<file path="config.mk">
export PLATFORM = sky130hd
export DESIGN_NAME = key_press_hold_detector_flat
export DESIGN_NICKNAME = d
export VERILOG_FILES = /design/src/hw/rtl/kphd_pkg.sv /design/src/hw/rtl/kphd_stream_if.sv /design/src/hw/rtl/kphd_ram.sv /design/src/hw/rtl/kphd_cfg_regs.sv /design/src/hw/rtl/kphd_step.sv /design/src/hw/rtl/key_press_hold_detector.sv /design/src/flat_wrapper.sv
export VERILOG_INCLUDE_DIRS = /design/src /design/src/hw/rtl
export SDC_FILE = /design/constraint.sdc
export NUM_CORES = 1
export LEC_CHECK = 0
export BUFFER_PORTS_ARGS = -buffer_cell sky130_fd_sc_hd__buf_2
export CORE_MARGIN = 3
export CORE_UTILIZATION = 60
export DETAILED_ROUTE_END_ITERATION = 16
export PLACE_DENSITY = 0.86
export SYNTH_ARGS = -nofsm -noshare
export SYNTH_HDL_FRONTEND = slang
export SYNTH_SLANG_ARGS = --single-unit
</file>
<file path="constraint.sdc">
create_clock -name clk -period 3.9 [get_ports clk]
set_clock_uncertainty 0.15 [all_clocks]
set_input_delay 0 -clock clk [delete_from_list [all_inputs] [get_ports clk]]
set_output_delay 0 -clock clk [all_outputs]
set_load 0.01 [all_outputs]
</file>
<file path="src/hw/rtl/key_press_hold_detector_assert.svh">
// assertion macros for the key press / hold detector
// expects clk and rst_n in the scope where a macro is used
`ifndef KEY_PRESS_HOLD_DETECTOR_ASSERT_SVH
`define KEY_PRESS_HOLD_DETECTOR_ASSERT_SVH

// same-cycle implication, checked outside reset
`define KPHD_ASSERT_NOW(label, ante, cons, msg) \
  label: assert property (@(posedge clk) disable iff (!rst_n) (ante) |-> (cons)) \
    else $error(msg);

// next-cycle implication, checked outside reset
`define KPHD_ASSERT_NEXT(label, ante, cons, msg) \
  label: assert property (@(posedge clk) disable iff (!rst_n) (ante) |=> (cons)) \
    else $error(msg);

`endif

</file>
<file path="src/hw/rtl/kphd_pkg.sv">
// shared types, codes and reset constants of the key press / hold detector
// no dependencies
package kphd_pkg;

  localparam int NUM_CHANNELS_DEF = 4;
  localparam int CNT_W = 16;
  localparam int KEY_W = 8;
  localparam int CH_W = 2;
  localparam int CFG_IDX_W = 2;

  localparam logic [CNT_W-1:0] JITTER_RST = 16'd2;
  localparam logic [CNT_W-1:0] PRESS_RST = 16'd50;
  localparam logic [CNT_W-1:0] LONG_RST = 16'd100;
  localparam logic [CNT_W-1:0] CNT_MAX = 16'hFFFF;

  localparam logic [CFG_IDX_W-1:0] CFG_JITTER = 2'd0;
  localparam logic [CFG_IDX_W-1:0] CFG_PRESS = 2'd1;
  localparam logic [CFG_IDX_W-1:0] CFG_LONG = 2'd2;

  typedef enum logic [2:0] {
    PH_IDLE = 3'd0,
    PH_JITTER = 3'd1,
    PH_PRESSED = 3'd2,
    PH_WAIT = 3'd3,
    PH_LONG = 3'd4
  } phase_t;

  typedef enum logic [1:0] {
    EV_PRESS = 2'd0,
    EV_RELEASE = 2'd1,
    EV_HOLD = 2'd2,
    EV_HOLD_REL = 2'd3
  } event_kind_t;

  typedef struct packed {
    logic [CH_W-1:0] channel;
    logic key_present;
    logic [KEY_W-1:0] key_code;
  } in_item_t;

  typedef struct packed {
    logic [1:0] event_kind;
    logic [KEY_W-1:0] event_key;
    logic [CH_W-1:0] event_channel;
  } out_item_t;

  typedef struct packed {
    phase_t phase;
    logic [CNT_W-1:0] wait_count;
    logic [KEY_W-1:0] latched_key;
  } chan_state_t;

  typedef struct packed {
    logic [CNT_W-1:0] jitter_ticks;
    logic [CNT_W-1:0] press_ticks;
    logic [CNT_W-1:0] long_ticks;
  } cfg_t;

  localparam chan_state_t CHAN_RST = '{phase: PH_IDLE, wait_count: '0, latched_key: '0};

endpackage

</file>
<file path="src/hw/rtl/kphd_stream_if.sv">
// valid / ready stream channel with a typed payload
// payload types come from kphd_pkg
interface kphd_stream_if #(
  parameter type T = logic
);
  logic valid;
  logic ready;
  T data;

  modport source (output valid, output data, input ready);
  modport sink (input valid, input data, output ready);
endinterface

</file>
<file path="src/hw/rtl/kphd_ram.sv">
// generic single-write, single-read ram with registered read data
// no dependencies
module kphd_ram #(
  parameter int WIDTH = 8,
  parameter int DEPTH = 4,
  parameter int AW = (DEPTH > 1) ? $clog2(DEPTH) : 1
) (
  input  logic clk,
  input  logic wr_en,
  input  logic [AW-1:0] wr_addr,
  input  logic [WIDTH-1:0] wr_data,
  input  logic rd_en,
  input  logic [AW-1:0] rd_addr,
  output logic [WIDTH-1:0] rd_data
);

  logic [WIDTH-1:0] mem [DEPTH];
  logic [WIDTH-1:0] rd_data_r;

  always_ff @(posedge clk) begin
    if (wr_en) begin
      mem[wr_addr] <= wr_data;
    end
    if (rd_en) begin
      rd_data_r <= mem[rd_addr];
    end
  end

  assign rd_data = rd_data_r;

endmodule

</file>
<file path="src/hw/rtl/kphd_cfg_regs.sv">
// timing registers for the debounce and hold phases
// uses kphd_pkg for the register codes and reset values
module kphd_cfg_regs (
  input  logic clk,
  input  logic rst_n,
  input  logic cfg_we,
  input  logic [kphd_pkg::CFG_IDX_W-1:0] cfg_index,
  input  logic [kphd_pkg::CNT_W-1:0] cfg_wdata,
  output kphd_pkg::cfg_t cfg
);

  kphd_pkg::cfg_t cfg_r;

  always_ff @(posedge clk) begin
    if (!rst_n) begin
      cfg_r.jitter_ticks <= kphd_pkg::JITTER_RST;
      cfg_r.press_ticks <= kphd_pkg::PRESS_RST;
      cfg_r.long_ticks <= kphd_pkg::LONG_RST;
    end else if (cfg_we) begin
      case (cfg_index)
        kphd_pkg::CFG_JITTER: cfg_r.jitter_ticks <= cfg_wdata;
        kphd_pkg::CFG_PRESS: cfg_r.press_ticks <= cfg_wdata;
        kphd_pkg::CFG_LONG: cfg_r.long_ticks <= cfg_wdata;
        default: ;
      endcase
    end
  end

  assign cfg = cfg_r;

endmodule

</file>
<file path="src/hw/rtl/kphd_step.sv">
// per-channel phase update for one scan tick, purely combinational
// uses kphd_pkg for state, item and event types
module kphd_step (
  input  kphd_pkg::chan_state_t cur,
  input  kphd_pkg::in_item_t item,
  input  kphd_pkg::cfg_t cfg,
  output kphd_pkg::chan_state_t nxt,
  output logic ev_valid,
  output kphd_pkg::out_item_t ev
);

  logic [kphd_pkg::CNT_W-1:0] cnt_inc;

  // counter saturates at its maximum
  assign cnt_inc = (cur.wait_count == kphd_pkg::CNT_MAX) ? cur.wait_count
                                                         : cur.wait_count + 16'd1;

  always_comb begin
    nxt = cur;
    ev_valid = 1'b0;
    ev.event_kind = kphd_pkg::EV_PRESS;
    ev.event_key = item.key_code;
    ev.event_channel = item.channel;
    case (cur.phase)
      kphd_pkg::PH_IDLE: begin
        if (item.key_present) begin
          nxt.latched_key = item.key_code;
          nxt.wait_count = '0;
          nxt.phase = kphd_pkg::PH_JITTER;
        end
      end
      kphd_pkg::PH_JITTER: begin
        if (!item.key_present) begin
          nxt = kphd_pkg::CHAN_RST;
        end else if (cur.wait_count >= cfg.jitter_ticks) begin
          nxt.wait_count = '0;
          nxt.latched_key = item.key_code;
          nxt.phase = kphd_pkg::PH_PRESSED;
          ev_valid = 1'b1;
          ev.event_kind = kphd_pkg::EV_PRESS;
        end else begin
          nxt.wait_count = cnt_inc;
        end
      end
      kphd_pkg::PH_PRESSED: begin
        if (!item.key_present) begin
          nxt = kphd_pkg::CHAN_RST;
          ev_valid = 1'b1;
          ev.event_kind = kphd_pkg::EV_RELEASE;
          ev.event_key = cur.latched_key;
        end else if (cur.wait_count >= cfg.press_ticks) begin
          nxt.wait_count = '0;
          nxt.phase = kphd_pkg::PH_WAIT;
        end else begin
          nxt.wait_count = cnt_inc;
        end
      end
      kphd_pkg::PH_WAIT: begin
        if (!item.key_present) begin
          nxt = kphd_pkg::CHAN_RST;
          ev_valid = 1'b1;
          ev.event_kind = kphd_pkg::EV_RELEASE;
          ev.event_key = cur.latched_key;
        end else if (cur.wait_count >= cfg.long_ticks) begin
          nxt.wait_count = '0;
          nxt.latched_key = item.key_code;
          nxt.phase = kphd_pkg::PH_LONG;
          ev_valid = 1'b1;
          ev.event_kind = kphd_pkg::EV_HOLD;
        end else begin
          nxt.wait_count = cnt_inc;
        end
      end
      kphd_pkg::PH_LONG: begin
        if (!item.key_present) begin
          nxt = kphd_pkg::CHAN_RST;
          ev_valid = 1'b1;
          ev.event_kind = kphd_pkg::EV_HOLD_REL;
          ev.event_key = cur.latched_key;
        end
      end
      default: begin
        // meaningless phase code drops back to idle silently
        nxt.wait_count = '0;
        nxt.phase = kphd_pkg::PH_IDLE;
      end
    endcase
  end

endmodule

</file>
<file path="src/hw/rtl/key_press_hold_detector.sv">
// key press / hold detector: a request is registered in the stage, its event in the output
// register; throughput one scan tick per cycle unless the output stalls; the channel
// state ram read-modify-write sets it, with a bypass register for back-to-back ticks
// on the same channel; reset (synchronous, active low) clears the per-channel valid
// bits at once, so every channel reads idle right away; timing registers return to defaults
module key_press_hold_detector #(
  parameter int NUM_CHANNELS = kphd_pkg::NUM_CHANNELS_DEF
) (
  input  logic clk,
  input  logic rst_n,
  kphd_stream_if.sink in_chan,
  kphd_stream_if.source out_chan,
  input  logic cfg_we,
  input  logic [kphd_pkg::CFG_IDX_W-1:0] cfg_index,
  input  logic [kphd_pkg::CNT_W-1:0] cfg_wdata
);

`include "key_press_hold_detector_assert.svh"

  localparam int AW = (NUM_CHANNELS > 1) ? $clog2(NUM_CHANNELS) : 1;
  localparam int SW = $bits(kphd_pkg::chan_state_t);

  kphd_pkg::cfg_t cfg;
  kphd_pkg::in_item_t in_item;
  kphd_pkg::in_item_t s1_item_r;
  kphd_pkg::chan_state_t cur, nxt, fwd_data_r;
  kphd_pkg::out_item_t ev, out_data_r;
  logic [SW-1:0] ram_rd;
  logic [AW+kphd_pkg::CH_W-1:0] in_ch_wide;
  logic [AW-1:0] in_addr, s1_addr_r;
  logic in_range, s1_range_r;
  logic in_fire, s1_go, wr;
  logic s1_valid_r, out_valid_r, fwd_valid_r, s1_chvalid_r;
  logic ev_valid;
  logic [NUM_CHANNELS-1:0] chan_valid_r;

  kphd_cfg_regs u_cfg (
    .clk(clk),
    .rst_n(rst_n),
    .cfg_we(cfg_we),
    .cfg_index(cfg_index),
    .cfg_wdata(cfg_wdata),
    .cfg(cfg)
  );

  assign in_item = in_chan.data;
  assign in_ch_wide = {{AW{1'b0}}, in_item.channel};
  assign in_addr = in_ch_wide[AW-1:0];
  assign in_range = ({30'd0, in_item.channel} < 32'(NUM_CHANNELS));

  assign s1_go = s1_valid_r && (!out_valid_r || out_chan.ready);
  assign in_chan.ready = !s1_valid_r || s1_go;
  assign in_fire = in_chan.valid && in_chan.ready;
  assign wr = s1_go && s1_range_r;

  kphd_ram #(
    .WIDTH(SW),
    .DEPTH(NUM_CHANNELS),
    .AW(AW)
  ) u_state_ram (
    .clk(clk),
    .wr_en(wr),
    .wr_addr(s1_addr_r),
    .wr_data(nxt),
    .rd_en(in_fire),
    .rd_addr(in_addr),
    .rd_data(ram_rd)
  );

  // bypass wins over the ram; a never-written channel reads as idle
  always_comb begin
    if (fwd_valid_r) begin
      cur = fwd_data_r;
    end else if (s1_chvalid_r) begin
      cur = kphd_pkg::chan_state_t'(ram_rd);
    end else begin
      cur = kphd_pkg::CHAN_RST;
    end
  end

  kphd_step u_step (
    .cur(cur),
    .item(s1_item_r),
    .cfg(cfg),
    .nxt(nxt),
    .ev_valid(ev_valid),
    .ev(ev)
  );

  always_ff @(posedge clk) begin
    if (!rst_n) begin
      s1_valid_r <= 1'b0;
      fwd_valid_r <= 1'b0;
      out_valid_r <= 1'b0;
      chan_valid_r <= '0;
    end else begin
      if (in_fire) begin
        s1_valid_r <= 1'b1;
        fwd_valid_r <= wr && (s1_addr_r == in_addr);
      end else if (s1_go) begin
        s1_valid_r <= 1'b0;
        fwd_valid_r <= 1'b0;
      end
      if (s1_go) begin
        out_valid_r <= ev_valid && s1_range_r;
      end else if (out_chan.ready) begin
        out_valid_r <= 1'b0;
      end
      if (wr) begin
        chan_valid_r[s1_addr_r] <= 1'b1;
      end
    end
  end

  always_ff @(posedge clk) begin
    if (in_fire) begin
      s1_item_r <= in_item;
      s1_addr_r <= in_addr;
      s1_range_r <= in_range;
      s1_chvalid_r <= in_range && chan_valid_r[in_addr];
      fwd_data_r <= nxt;
    end
    if (s1_go) begin
      out_data_r <= ev;
    end
  end

  assign out_chan.valid = out_valid_r;
  assign out_chan.data = out_data_r;

  `KPHD_ASSERT_NOW(a_no_accept_on_stall, s1_valid_r && !s1_go, !in_fire,
                   "request accepted while stage is stalled")
  `KPHD_ASSERT_NOW(a_fwd_needs_stage, fwd_valid_r, s1_valid_r,
                   "bypass set without a request in the stage")
  `KPHD_ASSERT_NEXT(a_written_is_valid, wr, chan_valid_r[$past(s1_addr_r)],
                    "written channel not marked valid")
  `KPHD_ASSERT_NOW(a_press_from_jitter,
                   s1_go && ev_valid && (ev.event_kind == kphd_pkg::EV_PRESS),
                   cur.phase == kphd_pkg::PH_JITTER,
                   "press event outside the jitter phase")

endmodule

</file>
<file path="src/flat_wrapper.sv">
// flat-port wrapper written by rule: the top's interface ports become plain ports
module key_press_hold_detector_flat 
#(
  parameter int NUM_CHANNELS = kphd_pkg::NUM_CHANNELS_DEF
)
  (clk, rst_n, cfg_we, cfg_index, cfg_wdata, in_chan_valid, in_chan_data, in_chan_ready, out_chan_valid, out_chan_data, out_chan_ready);
  kphd_stream_if #(.T(kphd_pkg::in_item_t)) in_chan_i ();
  kphd_stream_if #(.T(kphd_pkg::out_item_t)) out_chan_i ();
  input  logic clk;
  input  logic rst_n;
  input  logic cfg_we;
  input  logic [kphd_pkg::CFG_IDX_W-1:0] cfg_index;
  input  logic [kphd_pkg::CNT_W-1:0] cfg_wdata;
  input wire logic [$bits(in_chan_i.valid)-1:0] in_chan_valid;
  input wire logic [$bits(in_chan_i.data)-1:0] in_chan_data;
  output wire logic [$bits(in_chan_i.ready)-1:0] in_chan_ready;
  output wire logic [$bits(out_chan_i.valid)-1:0] out_chan_valid;
  output wire logic [$bits(out_chan_i.data)-1:0] out_chan_data;
  input wire logic [$bits(out_chan_i.ready)-1:0] out_chan_ready;
  assign in_chan_i.valid = in_chan_valid;
  assign in_chan_i.data = in_chan_data;
  assign in_chan_ready = in_chan_i.ready;
  assign out_chan_valid = out_chan_i.valid;
  assign out_chan_data = out_chan_i.data;
  assign out_chan_i.ready = out_chan_ready;
  key_press_hold_detector #(.NUM_CHANNELS(NUM_CHANNELS)) u_core (.clk(clk), .rst_n(rst_n), .in_chan(in_chan_i), .out_chan(out_chan_i), .cfg_we(cfg_we), .cfg_index(cfg_index), .cfg_wdata(cfg_wdata));
endmodule
</file>
# Word-level counts from Yosys, hierarchy flattened
# Memory sizes are Yosys's and may differ from the RTL's. A register that Yosys moved wholly into a read port is not among the register bits.
# Index checks and enable logic that the tools add are counted.
[totals]
reg_bits = 106
ramBits = 108
input_bits = 34
n_memories = 1
word_cells = 93
[memory_table]
columns = ["memory", "words", "word_bits", "read_ports", "rd_ports_with_merged_regs", "wr", "line", "text"]
rows = [
  ["u_core.u_state_ram.mem", 4, 27, 1, 1, 1, "kphd_ram.sv:17", "logic [WIDTH-1:0] mem [DEPTH];"],
]
[op_classes]
n_addsub = 1
magnitude_cmp = 6
reduce_logical = 16
bitwise_logic = 1
eq_ne = 8
mux = 43
[op_table]
columns = ["op", "n"]
rows = [
  ["27-bit 2-to-1 mux", 6],
  ["19-bit case mux with 5 select lines", 1],
  ["16-bit 2-to-1 mux", 4],
  ["16-bit >= comparator", 3],
  ["8-bit case mux with 5 select lines", 1],
  ["8-bit 2-to-1 mux", 4],
  ["8-bit case mux with 3 select lines", 1],
  ["19-bit 2-to-1 mux", 1],
  ["16-bit by 1-bit adder with 16-bit output (second input constant)", 1],
  ["16-bit equality test (second input constant)", 1],
  ["1-bit 2-to-1 mux", 14],
  ["10-bit 2-to-1 mux", 1],
  ["3-bit 2-to-1 mux", 3],
  ["9-bit 2-to-1 mux", 1],
  ["3-bit by 2-bit equality test with 1-bit output (second input constant)", 2],
  ["2-bit by 3-bit < comparator with 1-bit output (second input constant)", 2],
  ["2-bit case mux with 3 select lines", 1],
  ["2-bit AND reduction", 3],
  ["1-bit logical AND", 4],
  ["2-bit 2-to-1 mux", 2],
  ["4-bit OR", 1],
  ["2-bit nonzero test", 2],
  ["3-bit by 1-bit equality test with 1-bit output (second input constant)", 1],
  ["3-bit equality test (second input constant)", 1],
  ["12 further kinds", 14],
]

# Longest topological paths before layout
[depth]
ltp_word = 7
ltp_mapped = 17
depth_no_buf = 12

# Hierarchy
# From an unflattened synthesis, not the netlist that was laid out.
[hier_totals]
cells_unflattened = 887
area_unflattened_um2 = 11604.9
[modules_own_cells]
columns = ["module", "area_per_inst_um2", "seq_area_each_um2", "cells_each", "n_inst"]
rows = [
  ["kphd_ram", 4785.8, 4053.9, 172, 1],
  ["kphd_step", 2741.4, 0.0, 412, 1],
  ["key_press_hold_detector", 2193.4, 1671.6, 120, 1],
  ["kphd_cfg_regs", 1884.3, 960.9, 183, 1],
]

# Least setup slack after synthesis
# Ideal clock, no wire load.
[synth_timing]
kind = "register -> register"
start = "register u_core.fwd_valid_r"
end = "register u_core.fwd_data_r[6] in the netlist's numbering, data pin"
slack_ns = 0.345
path_buffers = 6
path_stages_with_launch = 16
t_arrival_ns = 3.255
setup_time_ns = 0.150
period_less_slack_ns = 3.555
path_cell_list = "dfxtp_1 -> buf_6 -> buf_6 -> buf_4 -> buf_2 -> clkbuf_1 -> o21ai_0 -> ha_1 -> nand2_1 -> nor3_1 -> a211oi_1 -> o31ai_1 -> buf_2 -> mux2_2 -> o211ai_1 -> o21a_1"
[synth_lines]
columns = ["item", "line", "text"]
rows = [
  ["start: declaration", "key_press_hold_detector.sv:33", "logic s1_valid_r, out_valid_r, fwd_valid_r, s1_chvalid_r;"],
  ["start signal: assignment", "key_press_hold_detector.sv:99", "fwd_valid_r <= wr && (s1_addr_r == in_addr);"],
  ["end signal: assignment", "key_press_hold_detector.sv:121", "fwd_data_r <= nxt;"],
  ["end: declaration", "key_press_hold_detector.sv:26", "kphd_pkg::chan_state_t cur, nxt, fwd_data_r;"],
]

==> results.yml <==
grt:
  grt_use_total_pct: 26.1
  grt_start_max_net_pins: 56
  antenna_found_initial: 0
  grt_pass1_vias: 7908
  grt_pass1_wl_mm: 42.7
  overflow: 0
floorplanning:
  io_pins: 48
  start_util_pct: 62.4
  num_rows: 49
  die_x_um: 144
  core-area_mm2: 0.0184
  die_area_mm2: 0.0208
  die-height_um: 144
clocking:
  ctsRootBufferMaster: "clkbuf_16"
  cts.path.max_buffers: 3
  cts_buffers: 25
  cts_tree: "built"
  clk_pin_slew_ps: 60
  htreeDepth: 1
  cts.sink_count: 241
  clock_latency_ps: 530
timing:
  fin_crit_sh_pct: 95.1
  fmax_mhz: 270
  rsz0062_at_grt: "no"
  slew_viol_final: 0
  worst_slew_pin_slew_ps: 897
  setup-tns-final_ps: 0
  fin_ws_ps: 193
  slew-limit-headroom_pct: 40.0
  fin_crit_ps: 3710
  fin_hold_ws_ps: -20.2
  setup_violations: 0
  hold_viol: 1
critical_path:
  crit_family: "compound AO/OA/AOI/OAI gates"
  critPathLaunchType: "register"
  cp.arrival_ps: 3820
  rr_worst_depth: 12
  endpoint_kind: "register"
  slowest_delay_ps: 460
  regToRegEndpoint: "u_core.u_state_ram.mem[0][21]"
  cp_slowest_cell: "edfxtp_1"
  path_buf_inv: 3
  rr_startpoint: "u_core.s1_chvalid_r"
  cp_num_cells: 12
  path_class: "reg -> reg"
  rrSetupSlack_ps: 190
  critPathMaxFanout: 30
  crit_path_cell_trace: "nor2b_4 > buf_4 > a22o_1 > ha_1 > nand4_1 > inv_1 > a2111oi_2 > o21ai_1 > o221ai_2 > buf_12 > a21oi_1 > o21ai_0"
  required_ps: 4010
job:
  maxCapViolations: 0
power:
  leakage_nw: 4.71
  total_power_mw: 5.78
  peakVddDrop_v: 0.000419
  p_per_area_mw_per_mm2: 441
placement:
  place_ws_ps: 226
  hpwlAfterDp_mm: 16.8
  portBuffers: 47
  gp_congestion: 0.928
logic_synthesis:
  synth-async-reset-ratio_pct: 0
  synth-seq-cells: 241
  synth-main-ff-cell: "edfxtp_1"
  syn_area_mm2: 0.0115
  synthCells: 946
  synth_top_area_share_pct: 48.7
  synth_warnings: 0
  synth_cell_type_count: 65
  syn-num-nets: 1029
  synth_edf_count: 186
  yosys.area.top_type: "edfxtp_1"
  yosysSeqAreaShare_pct: 58.3
  syn_area_per_cell_um2: 12.1
  synthTopCellsByArea: "edfxtp_1 (49%), dfxtp_1 (9.6%), mux4_2 (5.5%), nand2_1 (5.4%), ha_1 (5.3%)"
detailed_routing:
  ant_nets: 0
  vias: 8113
  detail_route.wl_per_cell_um: 21.1
  drc: 0
  first_iter_violations: 1013
  via_per_inst: 6.35
  dr.pass1.iters: 6
  routed_wl_mm: 26.9
finish:
  nFillCells: 1142
  num-nets-final: 1114
  area_delta_synth_final_pct: 14.1
  final_cell_mix: "edfxtp_1 (186), nand2_1 (166), inv_1 (58)"
  final_layout_size_suffix_gt1_share_pct: 16.8
  insertedDiodeCount: 0
  final_common_cell: "edfxtp_1"
outcome:
  violations: "negative hold slack"
  status: "finished with violations"
hold_path:
  min_delay_path_depth: 1
  min_from: "in_chan_data[10]"
  holdPathEnd: "u_core.s1_item_r[10]"
  hold_class: "in -> reg"
-- flip-flops by register name (all words and copies together) (netlist names), 4 cells and up --
name / cells
u_core.chan_valid_r: 4
u_core.u_state_ram.mem: 108
u_core.s1_item_r: 11
u_core.u_cfg.cfg: 48
u_core.u_state_ram.rd_data: 27
u_core.out_chan.data: 12
u_core.fwd_data_r: 27
-- Yosys cell counts, types with 3 or more instances --
| cell type | n |
|---|---|
| buf_6 | 3 |
| o21ai_0 | 36 |
| dfxtp_1 | 55 |
| nand3b_1 | 11 |
| nor2_1 | 29 |
| mux4_2 | 28 |
| a21boi_0 | 43 |
| and2_1 | 5 |
| a311oi_1 | 8 |
| nor3b_1 | 4 |
| a31oi_1 | 9 |
| nor2b_1 | 12 |
| o211ai_1 | 17 |
| o21a_1 | 14 |
| ha_1 | 49 |
| inv_1 | 58 |
| a22o_1 | 11 |
| nand4_1 | 5 |
| a211oi_1 | 7 |
| edfxtp_1 | 186 |
| buf_2 | 8 |
| or3_1 | 3 |
| buf_1 | 6 |
| nand3_1 | 15 |
| a21o_1 | 3 |
| mux2_2 | 13 |
| nor3_1 | 4 |
| clkbuf_1 | 24 |
| nand4b_1 | 5 |
| a22oi_2 | 3 |
| nand2b_1 | 4 |
| xnor2_1 | 3 |
| buf_4 | 6 |
| a22oi_1 | 13 |
| nand2_1 | 166 |
| a21oi_1 | 44 |
-- what timing repair did --
| action | 4_1_cts | 5_1_grt |
|---|---|---|
| setup endpoints to repair | 0 | 15 |
| endpoints found under the hold margin | 67 | 0 |
| setup buffers | 0 | 0 |
| gates resized for setup | 0 | 3 |
| hold buffers | 35 | 0 |
-- per-layer routing --
layer / routed length, um / track usage (%) / vias up / part of all wire [%]
met5: 0 / 0 / - / 0
met4: 743 / 6.82 / 0 / 2.8
met3: 2330 / 4.63 / 74 / 8.6
met2: 13100 / 43.2 / 429 / 49
met1: 10700 / 36.1 / 3936 / 40
li1: - / - / 3674 / -
-- power breakdown --
part	leakage [nW]	total, mW	switching [mW]	internal, mW
Combinational	2.11	0.628	0.381	0.247
Clock	0.379	2.21	0.943	1.27
Sequential	2.22	2.94	0.0512	2.89
-- worst max-delay path by stage --
stage | startpoint | to | slack, ps
2_1_floorplan | u_core.fwd_valid_r | u_core.fwd_data_r[6] | 350
3_3_place_gp | u_core.s1_chvalid_r | u_core.u_state_ram.mem[2][26] | 400
3_5_place_dp | u_core.s1_chvalid_r | u_core.u_state_ram.mem[0][9] | 230
4_1_cts | u_core.s1_chvalid_r | u_core.u_state_ram.mem[0][9] | 180
5_1_grt | u_core.s1_chvalid_r | u_core.u_state_ram.mem[0][21] | 10
6_report | u_core.s1_chvalid_r | u_core.u_state_ram.mem[0][21] | 190
-- logic make-up (layout without fill, tap and decap cells) --
group	Yosys count	count (layout)	synth area share [%]
adder cells (fa/ha/maj)	49	49	5.34
buffers and inverters	105	208	3.91
AO/OA/AOI/OAI	222	222	13.5
AND/OR/NAND/NOR	283	283	11.8
multiplexers	43	43	6.95
XOR/XNOR	3	3	0.229
flip-flops	241	241	58.3
-- area by class of cell --
cell class / instances / area (um^2) / area share, %
Clock buffer: 36 / 712 / 5.43
Clock inverter: 9 / 52.6 / 0.401
Inverter: 58 / 218 / 1.66
Multi-Input combinational cell: 600 / 4360 / 33.3
Sequential cell: 241 / 6690 / 51.0
Tap cell: 229 / 287 / 2.19
Timing Repair Buffer: 105 / 783 / 5.98
-- worst register-to-register path: stages (launching register included) --
cell and delay [ps]:
edfxtp_1 460, nor2b_4 260, buf_4 250, a22o_1 360, ha_1 300, nand4_1 130, inv_1 60, a2111oi_2 320
o21ai_1 190, o221ai_2 230, buf_12 220, a21oi_1 80, o21ai_0 460
-- per-stage QoR --
step                hold WS, ps  utilization (%)  area (um^2)  cells
global route               20.3             71.2        13100   1278
floorplan                 -51.1                -        11500    946
finish                    -20.2             71.2        13100   1278
detailed placement         28.3             65.2        12000   1198
global placement           26.9             65.2        12000   1198
CTS                       0.936             71.2        13100   1278
Note: power is estimated with default switching activity, not from simulation.
